<file path="config.mk">
export PLATFORM = sky130hd
export DESIGN_NAME = four_button_debounce_press_classifier
export DESIGN_NICKNAME = d
export VERILOG_FILES = /design/src/rtl/fbdpc_pkg.sv /design/src/rtl/fbdpc_lane.sv /design/src/rtl/fbdpc_merge.sv /design/src/rtl/four_button_debounce_press_classifier.sv
export SDC_FILE = /design/constraint.sdc
export NUM_CORES = 1
export LEC_CHECK = 0
export ABC_AREA = 1
export ABC_CLOCK_PERIOD_IN_PS = 4300
export BUFFER_PORTS_ARGS = -buffer_cell sky130_fd_sc_hd__buf_2
export CAP_MARGIN = 15
export CORE_MARGIN = 4
export CORE_UTILIZATION = 30
export CTS_CLUSTER_DIAMETER = 150
export DETAILED_ROUTE_END_ITERATION = 6
export PLACE_DENSITY_LB_ADDON = 0.12
export SLEW_MARGIN = 10
export SYNTH_ARGS = -nofsm -noshare
export SYNTH_HDL_FRONTEND = slang
export SYNTH_SLANG_ARGS = --single-unit
</file>
<file path="constraint.sdc">
create_clock -name aclk -period 4.3 [get_ports aclk]
set_input_delay 0.43 -clock aclk [delete_from_list [all_inputs] [get_ports aclk]]
set_output_delay 0.43 -clock aclk [all_outputs]
set_load 0.005 [all_outputs]
</file>
<file path="src/rtl/fbdpc_pkg.sv">
// Shared types, constants and helpers for the four-button debounce and press classifier.
// Depends on nothing; every other file of the block imports it.
package fbdpc_pkg;

    localparam int TIME_BITS   = 32;
    localparam int NUM_BUTTONS = 4;
    localparam int NOW_BITS    = 32;
    localparam int LIMIT_BITS  = 16;
    localparam int KIND_BITS   = 4;
    localparam int INDEX_BITS  = 2;
    localparam int IN_DATA_BITS  = 40;
    localparam int OUT_DATA_BITS = 8;
    localparam int CFG_IDX_BITS  = 1;

    localparam logic [LIMIT_BITS-1:0] DEBOUNCE_RESET   = 16'd30;
    localparam logic [LIMIT_BITS-1:0] LONG_PRESS_RESET = 16'd1000;

    localparam logic [CFG_IDX_BITS-1:0] REG_DEBOUNCE   = 1'd0;
    localparam logic [CFG_IDX_BITS-1:0] REG_LONG_PRESS = 1'd1;

    localparam logic [KIND_BITS-1:0] EV_NONE        = 4'd0;
    localparam logic [KIND_BITS-1:0] EV_CANCEL_DOWN = 4'd1;
    localparam logic [KIND_BITS-1:0] EV_SHORT_BASE  = 4'd2;
    localparam logic [KIND_BITS-1:0] EV_LONG_BASE   = 4'd3;
    localparam logic [KIND_BITS-1:0] EV_LAST        = 4'd9;

    localparam logic [INDEX_BITS-1:0] BTN_CANCEL = 2'd0;

    typedef logic [TIME_BITS-1:0]  stamp_t;
    typedef logic [LIMIT_BITS-1:0] limit_t;
    typedef logic [KIND_BITS-1:0]  kind_t;
    typedef logic [INDEX_BITS-1:0] btn_idx_t;
    typedef logic [NUM_BUTTONS-1:0][KIND_BITS-1:0] kind_vec_t;

    typedef struct packed {
        logic   accept;
        logic   resync;
        stamp_t now;
        limit_t debounce_ms;
        limit_t long_press_ms;
    } lane_cmd_t;

    function automatic logic span_reached(stamp_t now, stamp_t start, limit_t limit);
        stamp_t span;
        span = now - start;
        return span >= stamp_t'(limit);
    endfunction

    function automatic kind_t press_kind(kind_t base, btn_idx_t btn);
        return base + kind_t'({btn, 1'b0});
    endfunction

endpackage

</file>
<file path="src/rtl/fbdpc_lane.sv">
// One button's debouncer and press classifier; four copies run side by side.
// Depends on fbdpc_pkg.
module fbdpc_lane (
    input  logic                aclk,
    input  logic                aresetn,
    input  fbdpc_pkg::btn_idx_t lane_id,
    input  fbdpc_pkg::lane_cmd_t cmd,
    input  logic                level,
    output fbdpc_pkg::kind_t    ev_kind
);
    import fbdpc_pkg::*;

    logic   raw_reg,    raw_next;
    logic   stable_reg, stable_next;
    stamp_t rct_reg,    rct_next;
    stamp_t pst_reg,    pst_next;
    logic   long_reg,   long_next;
    logic   down_reg,   down_next;
    kind_t  kind;

    always_comb begin
        raw_next    = raw_reg;
        stable_next = stable_reg;
        rct_next    = rct_reg;
        pst_next    = pst_reg;
        long_next   = long_reg;
        down_next   = down_reg;
        kind        = EV_NONE;
        if (cmd.resync) begin
            raw_next    = level;
            stable_next = level;
            rct_next    = cmd.now;
            pst_next    = level ? cmd.now : '0;
            long_next   = 1'b0;
            down_next   = 1'b0;
        end else if (level != raw_reg) begin
            raw_next = level;
            rct_next = cmd.now;
        end else if (level == stable_reg) begin
            if (stable_reg && !long_reg &&
                span_reached(cmd.now, pst_reg, cmd.long_press_ms)) begin
                long_next = 1'b1;
                kind      = press_kind(EV_LONG_BASE, lane_id);
            end
        end else if (span_reached(cmd.now, rct_reg, cmd.debounce_ms)) begin
            stable_next = level;
            if (level) begin
                pst_next  = cmd.now;
                long_next = 1'b0;
                if (lane_id == BTN_CANCEL && !down_reg) begin
                    down_next = 1'b1;
                    kind      = EV_CANCEL_DOWN;
                end
            end else begin
                down_next = 1'b0;
                if (long_reg) begin
                    long_next = 1'b0;
                end else begin
                    kind = press_kind(EV_SHORT_BASE, lane_id);
                end
            end
        end
    end

    assign ev_kind = kind;

    always_ff @(posedge aclk) begin
        if (!aresetn) begin
            raw_reg    <= 1'b0;
            stable_reg <= 1'b0;
            rct_reg    <= '0;
            pst_reg    <= '0;
            long_reg   <= 1'b0;
            down_reg   <= 1'b0;
        end else if (cmd.accept) begin
            raw_reg    <= raw_next;
            stable_reg <= stable_next;
            rct_reg    <= rct_next;
            pst_reg    <= pst_next;
            long_reg   <= long_next;
            down_reg   <= down_next;
        end
    end

    a_long_needs_press: assert property (@(posedge aclk) disable iff (!aresetn)
        long_reg |-> stable_reg)
        else $error("long press flag set on a released button");

    a_down_needs_press: assert property (@(posedge aclk) disable iff (!aresetn)
        down_reg |-> (stable_reg && lane_id == BTN_CANCEL))
        else $error("down flag set outside a held cancel button");

    a_resync_clears: assert property (@(posedge aclk) disable iff (!aresetn)
        (cmd.accept && cmd.resync) |=> (!long_reg && !down_reg && raw_reg == stable_reg))
        else $error("resync left stale press state");

endmodule

</file>
<file path="src/rtl/fbdpc_merge.sv">
// Picks the first lane event in button order and holds it in the output register.
// Depends on fbdpc_pkg.
module fbdpc_merge (
    input  logic                 aclk,
    input  logic                 aresetn,
    input  logic                 accept,
    input  fbdpc_pkg::kind_vec_t lane_kinds,
    output logic                 ready,
    output logic                 out_valid,
    output fbdpc_pkg::kind_t     out_kind,
    output fbdpc_pkg::btn_idx_t  out_index,
    input  logic                 out_ready
);
    import fbdpc_pkg::*;

    logic     valid_reg;
    kind_t    kind_reg,  kind_next;
    btn_idx_t index_reg, index_next;

    always_comb begin
        kind_next  = EV_NONE;
        index_next = '0;
        for (int b = NUM_BUTTONS - 1; b >= 0; b--) begin
            if (lane_kinds[b] != EV_NONE) begin
                kind_next  = lane_kinds[b];
                index_next = btn_idx_t'(b);
            end
        end
    end

    assign ready     = !valid_reg || out_ready;
    assign out_valid = valid_reg;
    assign out_kind  = kind_reg;
    assign out_index = index_reg;

    always_ff @(posedge aclk) begin
        if (!aresetn) begin
            valid_reg <= 1'b0;
        end else if (accept) begin
            valid_reg <= 1'b1;
        end else if (out_ready) begin
            valid_reg <= 1'b0;
        end
    end

    always_ff @(posedge aclk) begin
        if (accept) begin
            kind_reg  <= kind_next;
            index_reg <= index_next;
        end
    end

    a_none_index_zero: assert property (@(posedge aclk) disable iff (!aresetn)
        (valid_reg && kind_reg == EV_NONE) |-> index_reg == '0)
        else $error("button index set on an empty word");

    a_kind_range: assert property (@(posedge aclk) disable iff (!aresetn)
        valid_reg |-> kind_reg <= EV_LAST)
        else $error("event kind out of range");

    a_press_index: assert property (@(posedge aclk) disable iff (!aresetn)
        (valid_reg && kind_reg >= EV_SHORT_BASE) |->
        index_reg == btn_idx_t'((kind_reg - EV_SHORT_BASE) >> 1))
        else $error("button index does not match event kind");

endmodule

</file>
<file path="src/rtl/four_button_debounce_press_classifier.sv">
// Top level: four button lanes, priority merge and the configuration registers.
// Depends on fbdpc_pkg, fbdpc_lane and fbdpc_merge.
// The output register captures a word's result when the word is accepted.
// Throughput: one word per cycle while m_tready is high; all four lanes update on acceptance.
// The output register frees in the cycle its word is taken, so input and output flow together.
// Synchronous active-low reset clears all button state and sets debounce 30 ms, long press 1000 ms.
module four_button_debounce_press_classifier (
    input  logic                                  aclk,
    input  logic                                  aresetn,
    input  logic                                  s_tvalid,
    output logic                                  s_tready,
    // cancel_pressed, ok_pressed, plus_pressed, minus_pressed, now_ms[35:4], zero pad
    input  logic [fbdpc_pkg::IN_DATA_BITS-1:0]    s_tdata,
    // mode
    input  logic                                  s_tuser,
    output logic                                  m_tvalid,
    input  logic                                  m_tready,
    // event_kind[3:0], button_index[5:4], zero pad
    output logic [fbdpc_pkg::OUT_DATA_BITS-1:0]   m_tdata,
    input  logic                                  cfg_we,
    input  logic [fbdpc_pkg::CFG_IDX_BITS-1:0]    cfg_index,
    input  logic [fbdpc_pkg::LIMIT_BITS-1:0]      cfg_wdata
);
    import fbdpc_pkg::*;

    limit_t    debounce_reg;
    limit_t    long_press_reg;
    lane_cmd_t cmd;
    kind_vec_t lane_kinds;
    logic      merge_ready;
    kind_t     out_kind;
    btn_idx_t  out_index;
    logic [NOW_BITS-1:0] now_ms;

    always_ff @(posedge aclk) begin
        if (!aresetn) begin
            debounce_reg   <= DEBOUNCE_RESET;
            long_press_reg <= LONG_PRESS_RESET;
        end else if (cfg_we) begin
            unique case (cfg_index)
                REG_DEBOUNCE:   debounce_reg   <= cfg_wdata;
                REG_LONG_PRESS: long_press_reg <= cfg_wdata;
                default: ;
            endcase
        end
    end

    assign s_tready          = merge_ready;
    assign now_ms            = s_tdata[NUM_BUTTONS +: NOW_BITS];
    assign cmd.accept        = s_tvalid && merge_ready;
    assign cmd.resync        = s_tuser;
    assign cmd.now           = stamp_t'(now_ms);
    assign cmd.debounce_ms   = debounce_reg;
    assign cmd.long_press_ms = long_press_reg;

    for (genvar b = 0; b < NUM_BUTTONS; b++) begin : g_lane
        fbdpc_lane u_lane (
            .aclk    (aclk),
            .aresetn (aresetn),
            .lane_id (btn_idx_t'(b)),
            .cmd     (cmd),
            .level   (s_tdata[b]),
            .ev_kind (lane_kinds[b])
        );
    end

    fbdpc_merge u_merge (
        .aclk       (aclk),
        .aresetn    (aresetn),
        .accept     (cmd.accept),
        .lane_kinds (lane_kinds),
        .ready      (merge_ready),
        .out_valid  (m_tvalid),
        .out_kind   (out_kind),
        .out_index  (out_index),
        .out_ready  (m_tready)
    );

    assign m_tdata = {{(OUT_DATA_BITS - KIND_BITS - INDEX_BITS){1'b0}}, out_index, out_kind};

endmodule

</file>
==> results.cfg <==
[outcome]
status = completed

[power]
powerDensity_nw_per_um2 = 339.1
intPower_uw = 7448
peakVddDrop_mv = 0.2520
pwr-share-clk = 0.297
pwr-share-seq = 0.250
switching_share = 0.4149
p_leak_uw = 0.01878
power_frac_comb = 0.452
power.switching_uw = 5281

[timing]
maxSlewViolCount = 0
report.final.setup_viol = 0
worstMarginPinSlew_ns = 1.060
fin_crit_ns = 3.970
relSlewSlack = 0.2904
setup_tns_ns = 0
max_freq_ghz = 0.2519
fin_crit_sh = 0.9232
finalHoldViolations = 0
skew_ns = 0.01999

[logic_synthesis]
syn_area_um2 = 32230
avgSynthCellArea_um2 = 5.918
synth_cell_types = 51
synthArstFlopShare = 0
synth_cells = 5446
synth-edff-count = 6
synth_top_area_frac = 0.1876
synth_seq_cells = 308
synth_warnings = 0
synth.area.top_cells = dfxtp_1 19%, nand2_1 17%, ha_1 15%
synth_top_flop_cell = dfxtp_1
ys_seq_area_frac = 0.1932
synth_area_leader_cell = dfxtp_1

[detailed_routing]
drt_iter0_drc = 2608
routed_wirelength_mm = 134.3
drtAntennaViolNets = 0
drc = 0
drt-vias-per-instance = 4.862
vias = 34668
wl_per_cell_um = 18.83
first_pass_iters = 6

[worst_setup_path]
r2r-end = u_merge.out_kind[2]
required_ns = 4.73
worstPathArrival_ns = 4.40
crit_path_max_fanout = 4
worst_setup_path_end_kind = flip-flop
start_kind = flip-flop
r2r-start = g_lane[0].u_lane.pst_reg[0]
rrSetupSlack_ns = 0.33
rr_worst_depth = 26
crit_type = reg2reg

[clocking]
cts_sinks = 308
cts_made_buffers = 43
hold_buffers = 0
cts-htree-levels = 2
cts-root-buf = clkbuf_16
path_clk_slew_ns = 0.06
cts_tree = yes
cts_buffer_depth = 3
insertion_delay_ns = 0.60

[grt]
grt_max_degree = 92
antenna_found_initial = 8
grt_overflow = 0
grt_usage = 0.2315
grt_pass1_vias = 32358
grt_pass1_wl_mm = 199.7

[floorplan]
dieArea_um2 = 112700
die_h_um = 335.8
die_w_um = 335.8
core_area_um2 = 106000
fp-row-count = 119
pin_count = 73
initial_core_util = 0.3040

[cells_and_area]
drive_above_1_share = 0.07741
final_cell_mix = 1465 x nand2_1, 905 x inv_1, 611 x a21oi_1, 566 x nor2_1, 375 x ha_1
final_area_um2 = 37540
mostFrequentLayoutCell = nand2_1
fin_nets = 6151
syn_to_final_growth_pct = 16.47

[min_path]
hold_depth = 3
hold_path_class = in2reg
hold_end = long_press_reg[8]
min_from = cfg_wdata[8]

[place]
place.gp.congestion = 0.9435
dpl_cell_area_um2 = 35970
placement.io_buffers = 66
dp_hpwl_mm = 108.4

[job]
drv_cap = 0
-- metrics by stage --
| step | hold WS [ns] | total power, uW | instances | setup slack, ns | util |
|---|---|---|---|---|---|
| floorplan | 0.4262 | 7029 | 5447 | 0.7463 | - |
| global placement | 0.4363 | 8929 | 7048 | -0.2628 | 0.3393 |
| detailed placement | 0.4395 | 8939 | 7048 | -0.2440 | 0.3393 |
| CTS | 0.06947 | 12810 | 7125 | 0.1540 | 0.3531 |
| global route | 0.1222 | 13750 | 7127 | -0.008519 | 0.3540 |
| finish | 0.1267 | 12730 | 7131 | 0.3302 | 0.3541 |
-- worst max path at each step --
stage                                     start  cells past startpoint  slack (ns)                            to
floorplan                            s_tdata[4]                     21        0.75           u_merge.out_kind[1]
global placement                    s_tdata[12]                     24       -0.26           u_merge.out_kind[2]
detailed placement                   s_tdata[4]                     26       -0.24  g_lane[1].u_lane.pst_reg[26]
CTS                 g_lane[0].u_lane.pst_reg[0]                     26        0.15           u_merge.out_kind[2]
global route        g_lane[0].u_lane.pst_reg[4]                     24      -0.009           u_merge.out_kind[2]
finish              g_lane[0].u_lane.pst_reg[0]                     26        0.33           u_merge.out_kind[2]
-- logic make-up (layout without fill, tap and decap cells) --
| group | Yosys count | count (layout) | synth area share |
|---|---|---|---|
| simple gates | 2550 | 2550 | 0.3276 |
| buf+inv | 1019 | 1308 | 0.1220 |
| fa+ha+maj | 384 | 384 | 0.1509 |
| flops | 308 | 308 | 0.1932 |
| xor+xnor | 133 | 133 | 0.03614 |
| other cells | 1 | 6 | 0.0001164 |
| compound gates | 1051 | 1051 | 0.1700 |
-- critical path: stages (launching register included) --
cell,delay [ns]
dfxtp_1,0.32
ha_1,0.21
fa_1,0.42
nand3b_1,0.19
nand2_2,0.14
nand2_1,0.08
nand2_2,0.11
nand2_1,0.06
nand2_1,0.10
xor2_1,0.16
ha_1,0.24
inv_1,0.07
nor3_1,0.05
a211oi_1,0.16
nand2_1,0.11
nand2_1,0.07
nand3_1,0.07
nor2_1,0.09
nand3_1,0.07
nor2_1,0.18
nand3_1,0.13
buf_4,0.18
nand2_1,0.07
nand2_1,0.09
nand3_2,0.14
nand2_1,0.08
a21oi_1,0.16
-- routing by layer --
layer  routed length (um)  vias to the layer above  track usage  share of wire
met1                61720                    15659       0.3099           0.46
met4                 4791                        0      0.07439          0.036
met5                    0                        -            0              0
met3                 6609                      153      0.02248          0.049
met2                61150                      781       0.3924           0.46
li1                     -                    18075            -              -
-- cells in the mapped netlist (35+ instances only) --
cell type,n
clkbuf_1,75
nand2_1,1468
inv_1,905
o21ai_0,340
a21oi_1,611
xor2_1,110
dfxtp_1,302
nor3_1,76
nor2_1,569
ha_1,376
nand3_1,265
nand3b_1,35
nand4_1,82
-- power by group through the flow --
stage	sequential (uW)	combinational, uW	clock, uW
floorplan	3220	3800	0
global placement	3250	5680	0
detailed placement	3250	5690	0
CTS	3190	5730	3900
global route	3210	6540	4000
finish	3190	5760	3780
-- timing repair --
action | CTS | global route
resized for setup | 0 | 11
endpoints found under the setup margin | 0 | 31
buffers inserted | 0 | 0
endpoints found under the hold margin | 0 | 0
-- final cells by class --
class                      count  area [um^2]
antenna                        4        10.01
clock buffer                  55         1182
clock inverter                22        279.0
fill                       11943        68470
inverter                     907         3405
multi-input combinational   4120        22160
sequential                   308         6226
tap                         1391         1740
timing repair buffer         324         2539
Power figures use the tool's default switching activity.
